[src/design/ihex_pkg.sv]
// Shared types and constants for the Intel HEX record parser.
// No dependencies; used by ihex_char_decode and intel_hex_record_parser_unit.
package ihex_pkg;

  localparam int unsigned CHAR_W    = 8;
  localparam int unsigned INDEX_W   = 10;
  localparam int unsigned ADDR_W    = 16;
  localparam int unsigned BYTE_W    = 8;
  localparam int unsigned NIBBLE_W  = 4;
  localparam int unsigned KIND_W    = 2;
  localparam int unsigned OUT_DATA_W = 32;

  localparam logic [CHAR_W-1:0]  CH_COLON  = 8'h3A;
  localparam logic [CHAR_W-1:0]  CH_ZERO   = 8'h30;
  localparam logic [CHAR_W-1:0]  CH_NINE   = 8'h39;
  localparam logic [CHAR_W-1:0]  CH_LO_A   = 8'h61;
  localparam logic [CHAR_W-1:0]  CH_LO_F   = 8'h66;
  localparam logic [CHAR_W-1:0]  CH_UP_A   = 8'h41;
  localparam logic [CHAR_W-1:0]  CH_UP_F   = 8'h46;

  localparam logic [BYTE_W-1:0]  REC_DATA  = 8'h00;
  localparam logic [BYTE_W-1:0]  REC_EOF   = 8'h01;

  localparam logic [INDEX_W-1:0] INDEX_TOP = 10'd1023;

  typedef enum logic [KIND_W-1:0] {
    EV_WRITE  = 2'd0,
    EV_STATUS = 2'd1,
    EV_END    = 2'd2
  } ev_kind_t;

  typedef struct packed {
    logic                is_colon;
    logic                is_hex;
    logic [NIBBLE_W-1:0] digit;
  } char_class_t;

endpackage

[src/design/ihex_char_decode.sv]
// Character classifier: flags a colon and converts hex digits of either case.
// Depends on ihex_pkg.
module ihex_char_decode
  import ihex_pkg::*;
(
  input  logic [CHAR_W-1:0] char_code,
  output char_class_t       char_class
);

  logic [CHAR_W-1:0] off_num;
  logic [CHAR_W-1:0] off_lo;
  logic [CHAR_W-1:0] off_up;

  assign off_num = char_code - CH_ZERO;
  assign off_lo  = char_code - CH_LO_A;
  assign off_up  = char_code - CH_UP_A;

  always_comb begin
    char_class.is_colon = (char_code == CH_COLON);
    char_class.is_hex   = 1'b1;
    char_class.digit    = '0;
    priority if (char_code >= CH_ZERO && char_code <= CH_NINE) begin
      char_class.digit = off_num[NIBBLE_W-1:0];
    end else if (char_code >= CH_LO_A && char_code <= CH_LO_F) begin
      char_class.digit = off_lo[NIBBLE_W-1:0] + 4'd10;
    end else if (char_code >= CH_UP_A && char_code <= CH_UP_F) begin
      char_class.digit = off_up[NIBBLE_W-1:0] + 4'd10;
    end else begin
      char_class.is_hex = 1'b0;
    end
  end

endmodule

[src/design/intel_hex_record_parser_unit.sv]
// Top level of the Intel HEX record parser: record state and result register.
// Depends on ihex_pkg and ihex_char_decode.

// Takes one ASCII character per transaction and emits data byte writes,
// per-record checksum status and an end-of-file event. Every character is
// handled in the cycle it is accepted, so the block sustains one character
// per clock; a result sits in a single output register, and a new character
// is taken whenever that register is empty or being drained in the same
// cycle. A colon reports the previous record's checksum status; after the
// end-of-file record the block drops all input until reset.
module intel_hex_record_parser_unit
  import ihex_pkg::*;
(
  input  logic                  clk,
  input  logic                  rst_n,
  input  logic                  in_tvalid,
  output logic                  in_tready,
  input  logic [CHAR_W-1:0]     in_tdata,   // [7:0] char_code
  output logic                  out_tvalid,
  input  logic                  out_tready,
  output logic [OUT_DATA_W-1:0] out_tdata,  // [15:0] write_address, [23:16] write_data,
                                            // [24] checksum_good, [31:25] zero
  output logic [KIND_W-1:0]     out_tuser   // [1:0] event_kind
);

  char_class_t        cc;
  logic               accept;

  logic [INDEX_W-1:0] char_index_r, char_index_nxt;
  logic [BYTE_W-1:0]  byte_value_r, byte_value_nxt;
  logic [BYTE_W-1:0]  remaining_r, remaining_nxt;
  logic [ADDR_W-1:0]  load_addr_r, load_addr_nxt;
  logic [BYTE_W-1:0]  rec_kind_r, rec_kind_nxt;
  logic [BYTE_W-1:0]  byte_sum_r, byte_sum_nxt;
  logic               record_open_r, record_open_nxt;
  logic               sum_matched_r, sum_matched_nxt;
  logic               finished_r, finished_nxt;

  logic               res_valid;
  ev_kind_t           res_kind;
  logic [ADDR_W-1:0]  res_addr;
  logic [BYTE_W-1:0]  res_data;
  logic               res_good;

  logic               out_valid_r;
  ev_kind_t           out_kind_r;
  logic [ADDR_W-1:0]  out_addr_r;
  logic [BYTE_W-1:0]  out_data_r;
  logic               out_good_r;

  logic [BYTE_W-1:0]  full_byte;
  logic [INDEX_W-1:0] index_adv;

  ihex_char_decode u_decode (
    .char_code  (in_tdata),
    .char_class (cc)
  );

  assign in_tready = !out_valid_r || out_tready;
  assign accept    = in_tvalid && in_tready;

  assign full_byte = {byte_value_r[NIBBLE_W-1:0], cc.digit};
  // Past the top the index toggles between its last two values to keep pairing.
  assign index_adv = (char_index_r == INDEX_TOP) ? (INDEX_TOP - 10'd1) : (char_index_r + 10'd1);

  always_comb begin
    char_index_nxt  = char_index_r;
    byte_value_nxt  = byte_value_r;
    remaining_nxt   = remaining_r;
    load_addr_nxt   = load_addr_r;
    rec_kind_nxt    = rec_kind_r;
    byte_sum_nxt    = byte_sum_r;
    record_open_nxt = record_open_r;
    sum_matched_nxt = sum_matched_r;
    finished_nxt    = finished_r;
    res_valid       = 1'b0;
    res_kind        = EV_WRITE;
    res_addr        = '0;
    res_data        = '0;
    res_good        = 1'b0;

    if (accept && !finished_r) begin
      if (cc.is_colon) begin
        res_valid       = record_open_r;
        res_kind        = EV_STATUS;
        res_good        = sum_matched_r;
        remaining_nxt   = '0;
        load_addr_nxt   = '0;
        byte_sum_nxt    = '0;
        char_index_nxt  = '0;
        sum_matched_nxt = 1'b0;
        record_open_nxt = 1'b1;
      end else if (cc.is_hex && record_open_r) begin
        if (!char_index_r[0]) begin
          byte_value_nxt = {{(BYTE_W-NIBBLE_W){1'b0}}, cc.digit};
          char_index_nxt = index_adv;
        end else begin
          byte_value_nxt = full_byte;
          char_index_nxt = index_adv;
          byte_sum_nxt   = byte_sum_r + full_byte;
          priority if (char_index_r < 10'd2) begin
            remaining_nxt = full_byte;
          end else if (char_index_r < 10'd6) begin
            load_addr_nxt = {load_addr_r[ADDR_W-BYTE_W-1:0], full_byte};
          end else if (char_index_r < 10'd8) begin
            rec_kind_nxt = full_byte;
          end else if (remaining_r != '0) begin
            if (rec_kind_r == REC_DATA) begin
              res_valid     = 1'b1;
              res_kind      = EV_WRITE;
              res_addr      = load_addr_r;
              res_data      = full_byte;
              load_addr_nxt = load_addr_r + 16'd1;
            end
            remaining_nxt = remaining_r - 8'd1;
          end else begin
            // Checksum byte, or a surplus byte that is checked again.
            if (full_byte == (8'd0 - byte_sum_r)) begin
              sum_matched_nxt = 1'b1;
            end
            if (rec_kind_r == REC_EOF) begin
              res_valid      = 1'b1;
              res_kind       = EV_END;
              res_good       = sum_matched_nxt;
              finished_nxt   = 1'b1;
              char_index_nxt = char_index_r;
              byte_sum_nxt   = byte_sum_r;
            end
          end
        end
      end
    end
  end

  always_ff @(posedge clk) begin
    if (!rst_n) begin
      char_index_r  <= '0;
      byte_value_r  <= '0;
      remaining_r   <= '0;
      load_addr_r   <= '0;
      rec_kind_r    <= REC_DATA;
      byte_sum_r    <= '0;
      record_open_r <= 1'b0;
      sum_matched_r <= 1'b0;
      finished_r    <= 1'b0;
      out_valid_r   <= 1'b0;
    end else begin
      char_index_r  <= char_index_nxt;
      byte_value_r  <= byte_value_nxt;
      remaining_r   <= remaining_nxt;
      load_addr_r   <= load_addr_nxt;
      rec_kind_r    <= rec_kind_nxt;
      byte_sum_r    <= byte_sum_nxt;
      record_open_r <= record_open_nxt;
      sum_matched_r <= sum_matched_nxt;
      finished_r    <= finished_nxt;
      if (res_valid) begin
        out_valid_r <= 1'b1;
      end else if (out_tready) begin
        out_valid_r <= 1'b0;
      end
    end
  end

  always_ff @(posedge clk) begin
    if (res_valid) begin
      out_kind_r <= res_kind;
      out_addr_r <= res_addr;
      out_data_r <= res_data;
      out_good_r <= res_good;
    end
  end

  assign out_tvalid = out_valid_r;
  assign out_tuser  = out_kind_r;
  assign out_tdata  = {{(OUT_DATA_W-ADDR_W-BYTE_W-1){1'b0}}, out_good_r, out_data_r, out_addr_r};

  a_end_event: assert property (@(posedge clk) disable iff (!rst_n)
    $rose(finished_r) |-> out_valid_r && (out_kind_r == EV_END))
    else $error("end of file did not produce an end event");

  a_nonwrite_zero: assert property (@(posedge clk) disable iff (!rst_n)
    out_valid_r && (out_kind_r != EV_WRITE) |-> (out_addr_r == '0) && (out_data_r == '0))
    else $error("status or end event carries address or data");

  a_write_no_good: assert property (@(posedge clk) disable iff (!rst_n)
    out_valid_r && (out_kind_r == EV_WRITE) |-> !out_good_r)
    else $error("write event carries a checksum flag");

  a_closed_index: assert property (@(posedge clk) disable iff (!rst_n)
    !record_open_r |-> (char_index_r == '0) && !finished_r)
    else $error("digit index moved outside an open record");

endmodule

[config.mk]
export PLATFORM = sky130hd
export DESIGN_NAME = intel_hex_record_parser_unit
export DESIGN_NICKNAME = d
export VERILOG_FILES = /design/src/design/ihex_pkg.sv /design/src/design/ihex_char_decode.sv /design/src/design/intel_hex_record_parser_unit.sv
export SDC_FILE = /design/constraint.sdc
export NUM_CORES = 1
export LEC_CHECK = 0
export ABC_AREA = 0
export BUFFER_PORTS_ARGS = -buffer_cell sky130_fd_sc_hd__buf_4
export CAP_MARGIN = 20
export CORE_MARGIN = 3
export CORE_UTILIZATION = 40
export DETAILED_ROUTE_END_ITERATION = 6
export REMOVE_ABC_BUFFERS = 1
export SYNTH_ARGS = -nofsm -noshare
export SYNTH_HDL_FRONTEND = slang
export SYNTH_HIERARCHICAL = 1
export SYNTH_SLANG_ARGS = --single-unit
[constraint.sdc]
create_clock -name clk -period 3.7 [get_ports clk]
set_input_delay 0.74 -clock clk [delete_from_list [all_inputs] [get_ports clk]]
set_output_delay 0.74 -clock clk [all_outputs]
set_load 0.01 [all_outputs]
==> results.yml, run 1 <==
run_status:
  status: "complete, no violations"
grt:
  grt_max_degree: 74
  antenna_found_initial: 0
  grt_pass1_vias: 3920
  grt_pass1_wl_mm: 19.2
  track_usage_pct: 17.6
  grt_overflow: 0
setup_path:
  path_max_fanout: 5
  path_class: "input pin to register"
  startpoint_type: "input pin"
  arrival_ns: 3.47
  crit_path_end_kind: "register"
  cp.required_ns: 3.96
drt:
  drt_iter0_drc: 297
  ant_nets: 0
  wl_per_cell_um: 15.7
  dr.pass1.iters: 5
  wl_mm: 11.7
  vias: 4108
  viasPerCell: 5.48
  route.detailed.drc: 0
synthesis:
  muxShareOfSynthArea_pct: 3.06
  netlist_area_sq_um: 4940
  yosys_warnings: 6
  synthFlopType: "dfxtp_1"
  synthSimpleGateAreaFrac_pct: 25.4
  ys_types: 76
  synth_top_family_by_area: "simple AND/OR/NAND/NOR gates"
  avgSynthCellArea_sq_um: 9.10
  syn_inst: 543
  seq_area_frac_synth_pct: 39.9
  synth_fa_ha_area_share_pct: 4.20
  async_flop_share_pct: 0
  synth_edf_count: 27
  synth_compound_area_share_pct: 18.5
  synth_seq_cells: 85
  synth-xor-area-share_pct: 3.19
power:
  ir_drop_uv: 200
  netSwitchingFraction_pct: 20.7
  p_comb_share_pct: 3.2
  p_leak_nw: 2.12
  switching_power_mw: 0.417
  pwr-share-seq_pct: 47.5
  p_clk_share_pct: 49.3
  power.internal_mw: 1.59
  power_density_nw_per_um2: 352
timing:
  rsz0062_at_grt: "no"
  max_freq_mhz: 312
  tightest_slew_ns: 0.820
  fin_skew_ns: 0.00663
  setup_viol: 0
  min_period_ns: 3.21
  report.final.slew_viol_count: 0
  slew_headroom_pct: 44.9
  fin_crit_sh_pct: 86.7
  hold_viol: 0
  tns_ns: 0
  whs_ns: 0.502
floorplan:
  core_area_sq_um: 11800
  die_h_um: 117
  start_util_pct: 42.0
  io_pins: 48
  fp-row-count: 39
  die-area_sq_um: 13700
  die_x_um: 117
cts:
  path_clk_slew_ns: 0.06
  htree_levels: 3
  cts_buffers: 9
  cts.path.max_buffers: 2
  cts_resized: 0
  worstSkewPairLatency_ns: 0.34
  cts-root-buf: "clkbuf_16"
  clock-sinks: 85
  post_cts_buffers: 0
  cts_hold_buf: 0
  cts_tree: "built"
final_layout:
  layout_commonest_cell: "dfxtp_1"
  areaGrowthSynthToFinish_pct: 15.6
  fin_cells: 749
  nNetsFinal: 608
  drive_gt1_share_pct: 15.7
  stdcell_area_sq_um: 5710
  fillers: 1103
  diodes: 0
  layout_common_cells: "dfxtp_1, buf_4, nand2_1"
placement:
  routabilityCongestion: 0.847
  placed_cell_area_sq_um: 5390
  place_inst: 733
  dp_hpwl_mm: 8.12
  io_buffers: 40
worst_hold_path:
  hp-class: "register to register"
job:
  cap_violations: 0
==> worst paths after layout <==
path	start	to	slack [ns]	cells after the start
hold reg to reg	finished_r	finished_r	0.50	1
setup / recovery	in_tdata[1]	byte_sum_r[7]	0.49	13
setup reg to reg	rec_kind_r[1]	load_addr_r[2]	0.97	6
hold / removal	finished_r	finished_r	0.50	1
==> cells in the mapped netlist, types with 6 or more instances <==
master / number / area share [%]
nor3_1: 12 / 1.2
nor2_1: 28 / 2.1
buf_4: 9 / 1.4
o21ai_0: 25 / 2.5
inv_1: 18 / 1.4
ha_1: 15 / 3.8
and2_1: 23 / 2.9
mux2i_1: 14 / 2.8
and3_1: 6 / 0.76
nor2b_1: 20 / 2.5
nor3b_1: 8 / 1.2
o21a_1: 8 / 1.2
nand4_1: 7 / 0.89
nand3_1: 26 / 2.6
xnor2_1: 15 / 2.7
o21ai_1: 9 / 0.91
nand2_1: 48 / 3.6
edfxtp_1: 27 / 16
o211ai_1: 8 / 1.2
clkbuf_1: 18 / 1.4
a21oi_1: 31 / 3.1
a22oi_1: 7 / 1.1
dfxtp_1: 58 / 23
==> state kept, by name, summed over array words and instances, names as in the netlist <==
signal         cells
sum_matched_r      1
byte_value_r       4
out_addr_r        16
rec_kind_r         8
load_addr_r       16
out_data_r         8
char_index_r      10
remaining_r        8
out_good_r         1
out_tuser          2
finished_r         1
record_open_r      1
byte_sum_r         8
out_tvalid         1
==> routing by layer <==
metal / track usage [%] / vias up / routed length, um
met3: 3.08 / 14 / 479
met5: 0 / - / 0
met2: 28.5 / 110 / 5380
li1: - / 2049 / -
met1: 23.9 / 1935 / 5710
met4: 5.66 / 0 / 165
==> worst max-delay path: stages <==
cell	delay, ns
buf_4	0.12
inv_1	0.09
ha_1	0.22
o21bai_1	0.10
a21o_2	0.25
o22ai_1	0.48
ha_1	0.34
a21oi_1	0.18
o211ai_1	0.16
o41ai_1	0.33
xnor2_1	0.19
nand4b_1	0.12
o211ai_1	0.13
==> per-stage QoR <==
stage | utilization, % | power (mW) | setup WS, ns
2_1_floorplan | - | 1.01 | 0.192
3_3_place_gp | 45.8 | 1.04 | 0.334
3_5_place_dp | 45.8 | 1.04 | 0.138
4_1_cts | 48.6 | 2.02 | 0.476
5_1_grt | 48.6 | 2.06 | 0.210
6_report | 48.6 | 2.01 | 0.492
==> power by group through the flow <==
stage	Combinational, mW	Clock, mW	Sequential (mW)
after floorplan	0.0310	0	0.976
after global placement	0.0620	0	0.976
after detailed placement	0.0639	0	0.976
after CTS	0.0639	1.00	0.956
after global routing	0.0698	1.04	0.955
final	0.0642	0.992	0.956
==> kinds of logic after synthesis <==
kind of cell / count (synthesis)
mux: 15
other cells: 1
simple gates: 219
buf+inv: 53
compound gates: 136
flops: 85
xor+xnor: 18
fa+ha+maj: 16
==> area by class of cell <==
| class | count | area, sq um | share of cell area [%] |
|---|---|---|---|
| flip-flops and latches | 85 | 1970 | 34.5 |
| repair buffers | 55 | 425 | 7.45 |
| clock buffers | 11 | 243 | 4.25 |
| multi-input cells | 411 | 2720 | 47.5 |
| clock inverters | 5 | 82.6 | 1.45 |
| well taps | 164 | 205 | 3.59 |
| inverters | 18 | 67.6 | 1.18 |
No activity file was read; power rests on OpenSTA's default activity.
==> run 2: changes to the inputs <==
Settings changed: SYNTH_HIERARCHICAL 1 to unset.
==> run 2 against run 1 <==
Effect of this change:
- utilization decreased by 0.76 points
- area after synthesis up 1.9%
- global-route usage grew 0.085 points
- largest cell class unchanged
- critical endpoint is now load_addr_r[3]
- setup slack worse by 0.11 ns
- clock power increased by 4%
==> results.yml, run 2 <==
run_status:
  status: "complete, no violations"
placement:
  routabilityCongestion: 0.837
  place_inst: 759
  io_buffers: 40
  dp_hpwl_mm: 8.44
grt:
  grt_overflow: 0
  grt_pass1_vias: 4031
  grt_max_degree: 63
  track_usage_pct: 17.7
  antenna_found_initial: 0
  grt_pass1_wl_mm: 20.3
setup_path:
  startpoint_type: "input pin"
  cp_top_family: "compound AO/OA/AOI/OAI gates"
  crit_path_end_kind: "register"
  cp.required_ns: 3.94
  path_class: "input pin to register"
  path_buf_inv: 2
  arrival_ns: 3.55
  path_max_fanout: 18
  cp_cell_sequence: "buf_4 -> inv_1 -> ha_1 -> o21bai_1 -> a21oi_1 -> o21bai_2 -> a31oi_1 -> nor3_2 -> o221ai_1 -> o211a_1"
  cp_slowest_cell: "nor3_2"
  slowest_delay_ns: 0.93
floorplan:
  die_x_um: 118
  io_pins: 48
  core_area_sq_um: 12200
  fp-row-count: 40
  start_util_pct: 41.4
  die_h_um: 118
  die-area_sq_um: 14000
power:
  ir_drop_uv: 271
  p_leak_nw: 2.31
  power_density_nw_per_um2: 353
  finalPower_mw: 2.05
cts:
  worstSkewPairLatency_ns: 0.34
  clock-sinks: 85
  cts-root-buf: "clkbuf_16"
  cts_hold_buf: 0
  post_cts_buffers: 0
  cts.path.max_buffers: 2
  path_clk_slew_ns: 0.06
  cts_buffers: 9
  htree_levels: 3
  cts_resized: 0
  cts_tree: "built"
final_layout:
  fin_cells: 775
  fillers: 1168
  areaGrowthSynthToFinish_pct: 15.4
  diodes: 0
  drive_gt1_share_pct: 15.5
  nNetsFinal: 630
  top_regs: "load_addr_r (16), out_addr_r (16), char_index_r (10)"
  layout_common_cells: "nand2_1, dfxtp_1, buf_4"
synthesis:
  yosys_warnings: 0
  synth.area.top_cells: "dfxtp_1, edfxtp_1, nand2_1, ha_1, a21oi_1"
  synth_commonest_cells: "dfxtp_1, nand2_1, nor2_1"
  syn_inst: 569
  synth_seq_cells: 85
  synthFlopType: "dfxtp_1"
  netlist_area_sq_um: 5040
  async_flop_share_pct: 0
  yosysTopAreaCell: "dfxtp_1"
  ys_types: 73
  seq_area_frac_synth_pct: 39.2
  avgSynthCellArea_sq_um: 8.85
  synth_edf_count: 27
  synth_top_area_share_pct: 23.1
timing:
  max_freq_mhz: 302
  tightest_slew_ns: 1.03
  fin_skew_ns: 0.00985
  hold_viol: 0
  min_period_ns: 3.31
  tns_ns: 0
  rsz0062_at_grt: "no"
  fin_crit_sh_pct: 89.6
  slew_headroom_pct: 31.1
  report.final.slew_viol_count: 0
  setup_viol: 0
drt:
  viasPerCell: 5.49
  wl_mm: 12.1
  wl_per_cell_um: 15.6
  ant_nets: 0
  vias: 4251
  dr.pass1.iters: 5
  route.detailed.drc: 0
  drt_iter0_drc: 223
worst_hold_path:
  hp-class: "register to register"
job:
  cap_violations: 0
run 2: changes by cell type after synthesis, sizes merged, moves of 5 or more:
| cell | delta |
|---|---|
| nor2 | +16 |
| o21ai | -15 |
| nand2 | +10 |
| o221a | +9 |
| a22oi | -7 |
| a21boi | +6 |
| clkbuf | +5 |
| nor3 | +5 |
| o211a | +5 |
| o211ai | -5 |
run 2: metal layers:
layer	global-route usage, %	up-vias	routed length, um
met2	28.0	80	5550
met5	0	-	0
met4	6.45	0	223
li1	-	2125	-
met3	3.25	17	429
met1	24.1	2029	5880
run 2: worst paths after layout:
kind / from / end / slack [ns] / cells past startpoint
max: in_tdata[0] / load_addr_r[3] / 0.39 / 10
min reg2reg: sum_matched_r / sum_matched_r / 0.47 / 2
max reg2reg: out_tvalid / load_addr_r[3] / 0.87 / 7
min: sum_matched_r / sum_matched_r / 0.47 / 2
run 2: cell families after synthesis:
group / Yosys count / synth area share [%]
AO/OA/AOI/OAI: 136 / 19.5
XOR/XNOR: 18 / 3.13
adder cells (fa/ha/maj): 16 / 4.12
buffers and inverters: 60 / 6.19
flip-flops: 85 / 39.2
multiplexers: 13 / 2.58
other: 1 / 0.0745
AND/OR/NAND/NOR: 240 / 25.3
run 2: through the flow:
stage | instance area (sq um) | worst slack, ns | hold WS, ns | util (%)
floorplan | 4820 | 0.457 | 0.442 | -
global placement | 5470 | 0.170 | 0.459 | 45.0
detailed placement | 5470 | 0.0222 | 0.470 | 45.0
CTS | 5810 | 0.400 | 0.479 | 47.8
global route | 5810 | 0.0867 | 0.495 | 47.8
finish | 5810 | 0.385 | 0.474 | 47.8
run 2: tightest hold or removal path: stages, from the launching register on:
cell	delay, ns
dfxtp_1	0.31
nand3_1	0.06
o31ai_1	0.06
run 2: cell type report:
cell class              instances  area, sq um  area share [%]
repair buffers                 57          440            7.58
inverters                      19         71.3            1.23
multi-input cells             430         2780            47.7
clock buffers                  12          267            4.58
well taps                     168          210            3.62
clock inverters                 4         77.6            1.33
flip-flops and latches         85         1970            33.9
run 2: power breakdown:
part           internal, mW  leakage (nW)  switching [mW]
Sequential            0.955         0.719       0.0000648
Clock                 0.650         0.169           0.376
Combinational        0.0296          1.42          0.0408
==> run 3: changes to the inputs <==
Clock period 3.7 ns to 3.25 ns, I/O delays scaled along.
==> run 3 against run 2 <==
Effect of this change:
- utilization up 0.082 points
- via count rose by 2.9%
- sequential power is 14% higher
- total power up 6.0%
- register-to-register slack lost 0.37 ns
- die area is the same
- setup slack worse by 0.085 ns
- global-route usage fell by 0.075 points
- critical path depth rose by 7
- non-clock buffer count rose by 8
- clock skew down 0.0017 ns
- design area increased by 0.17%
- critical endpoint is now byte_sum_r[6]
- largest power group is now registers
==> results.yml, run 3 (synthesis gave the netlist of run 2 again) <==
floorplan:
  start_util_pct: 41.4
  die_h_um: 118
  fp-row-count: 40
  core_area_sq_um: 12200
  die-area_sq_um: 14000
  io_pins: 48
  die_x_um: 118
run_status:
  status: "complete, no violations"
grt:
  grt_pass1_wl_mm: 20.4
  grt_max_degree: 63
  antenna_found_initial: 0
  grt_pass1_vias: 4081
  track_usage_pct: 17.6
  grt_overflow: 0
final_layout:
  areaGrowthSynthToFinish_pct: 15.6
  nNetsFinal: 638
  layout_commonest_cell: "buf_4"
  fillers: 1154
  fin_util_pct: 47.9
  top_regs: "load_addr_r (16), out_addr_r (16), char_index_r (10)"
  diodes: 0
  layout_common_cells: "buf_4, nand2_1, dfxtp_1"
  drive_gt1_share_pct: 16.7
setup_path:
  r2r_start: "char_index_r[4]"
  slowest_delay_ns: 0.39
  cp_slowest_cell: "fa_1"
  arrival_ns: 3.22
  cp.required_ns: 3.52
  cp_cell_sequence: "buf_4 -> inv_1 -> ha_1 -> o21bai_1 -> a21oi_2 -> o21ba_2 -> nor2_1 -> buf_4 -> inv_1 -> fa_1 -> nor2b_1 -> o21ai_0 -> nand2b_1 -> a31oi_1 -> xnor2_1 -> nand3_1 -> a21boi_0"
  setup.worst_path.start: "in_tdata[0]"
  path_max_fanout: 4
  crit_path_end_kind: "register"
  startpoint_type: "input pin"
  path_class: "input pin to register"
  path_buf_inv: 4
  cp_top_family: "compound AO/OA/AOI/OAI gates"
cts:
  cts-root-buf: "clkbuf_16"
  path_clk_slew_ns: 0.07
  htree_levels: 3
  cts_buffers: 9
  cts_hold_buf: 0
  post_cts_buffers: 0
  clock-sinks: 85
  cts_resized: 0
  cts_tree: "built"
  worstSkewPairLatency_ns: 0.34
  cts.path.max_buffers: 2
drt:
  drt_iter0_drc: 269
  viasPerCell: 5.59
  vias: 4376
  dr.pass1.iters: 5
  wl_mm: 12.2
  route.detailed.drc: 0
  ant_nets: 0
  wl_per_cell_um: 15.6
timing:
  rsz0062_at_grt: "no"
  hold_viol: 0
  fin_skew_ns: 0.00814
  whs_ns: 0.475
  fin_crit_sh_pct: 90.8
  tightest_slew_ns: 0.680
  tns_ns: 0
  setup_viol: 0
  slew_headroom_pct: 54.6
  report.final.slew_viol_count: 0
  min_period_ns: 2.95
  max_freq_mhz: 339
power:
  power.internal_mw: 1.68
  netSwitchingFraction_pct: 22.9
  ir_drop_uv: 189
  pwr-share-seq_pct: 50.0
  p_clk_share_pct: 46.0
  switching_power_mw: 0.499
  p_comb_share_pct: 4.0
  power_density_nw_per_um2: 373
  p_leak_nw: 2.28
worst_hold_path:
  hp-start: "remaining_r[5]"
  hp-class: "register to register"
placement:
  io_buffers: 40
  routabilityCongestion: 0.857
  dp_hpwl_mm: 8.51
job:
  cap_violations: 0
[run 3: final cells by class]
type / instances / area [sq um] / area share (%)
multi-input cells: 430 / 2780 / 47.7
clock buffers: 10 / 239 / 4.10
inverters: 19 / 71.3 / 1.22
repair buffers: 65 / 500 / 8.59
well taps: 168 / 210 / 3.61
flip-flops and latches: 85 / 1970 / 33.9
clock inverters: 6 / 51.3 / 0.881
[run 3: metrics by stage]
stage / worst slack (ns) / total power [mW] / area, sq um / std cells
final: 0.300 / 2.17 / 5820 / 783
after global routing: 0.0266 / 2.24 / 5820 / 783
after CTS: 0.234 / 2.19 / 5820 / 783
after detailed placement: -0.105 / 1.20 / 5530 / 767
after global placement: 0.0212 / 1.19 / 5530 / 767
after floorplan: 0.0966 / 1.15 / 4820 / 534
[run 3: worst paths after layout]
kind,endpoint,slack [ns],cells past startpoint
hold / removal,remaining_r[5],0.47,2
hold reg to reg,remaining_r[5],0.47,2
setup / recovery,byte_sum_r[6],0.30,17
setup reg to reg,load_addr_r[9],0.50,7
[run 3: tightest hold or removal path, stage by stage, from the launching register on]
cell     delay (ns)
dfxtp_1        0.31
nand2_1        0.05
o22ai_1        0.07
[run 3: routing by layer]
layer	global-route usage, %	wire, um
met3	3.40	689
met1	23.3	5580
met4	4.25	99
met5	0	0
met2	29.7	5820
[run 3: power groups by stage]
| stage | clock network [mW] | logic [mW] | registers (mW) |
|---|---|---|---|
| 2_1_floorplan | 0 | 0.0379 | 1.11 |
| 3_3_place_gp | 0 | 0.0837 | 1.11 |
| 3_5_place_dp | 0 | 0.0853 | 1.11 |
| 4_1_cts | 1.02 | 0.0857 | 1.09 |
| 5_1_grt | 1.06 | 0.0935 | 1.09 |
| 6_report | 1.00 | 0.0870 | 1.09 |
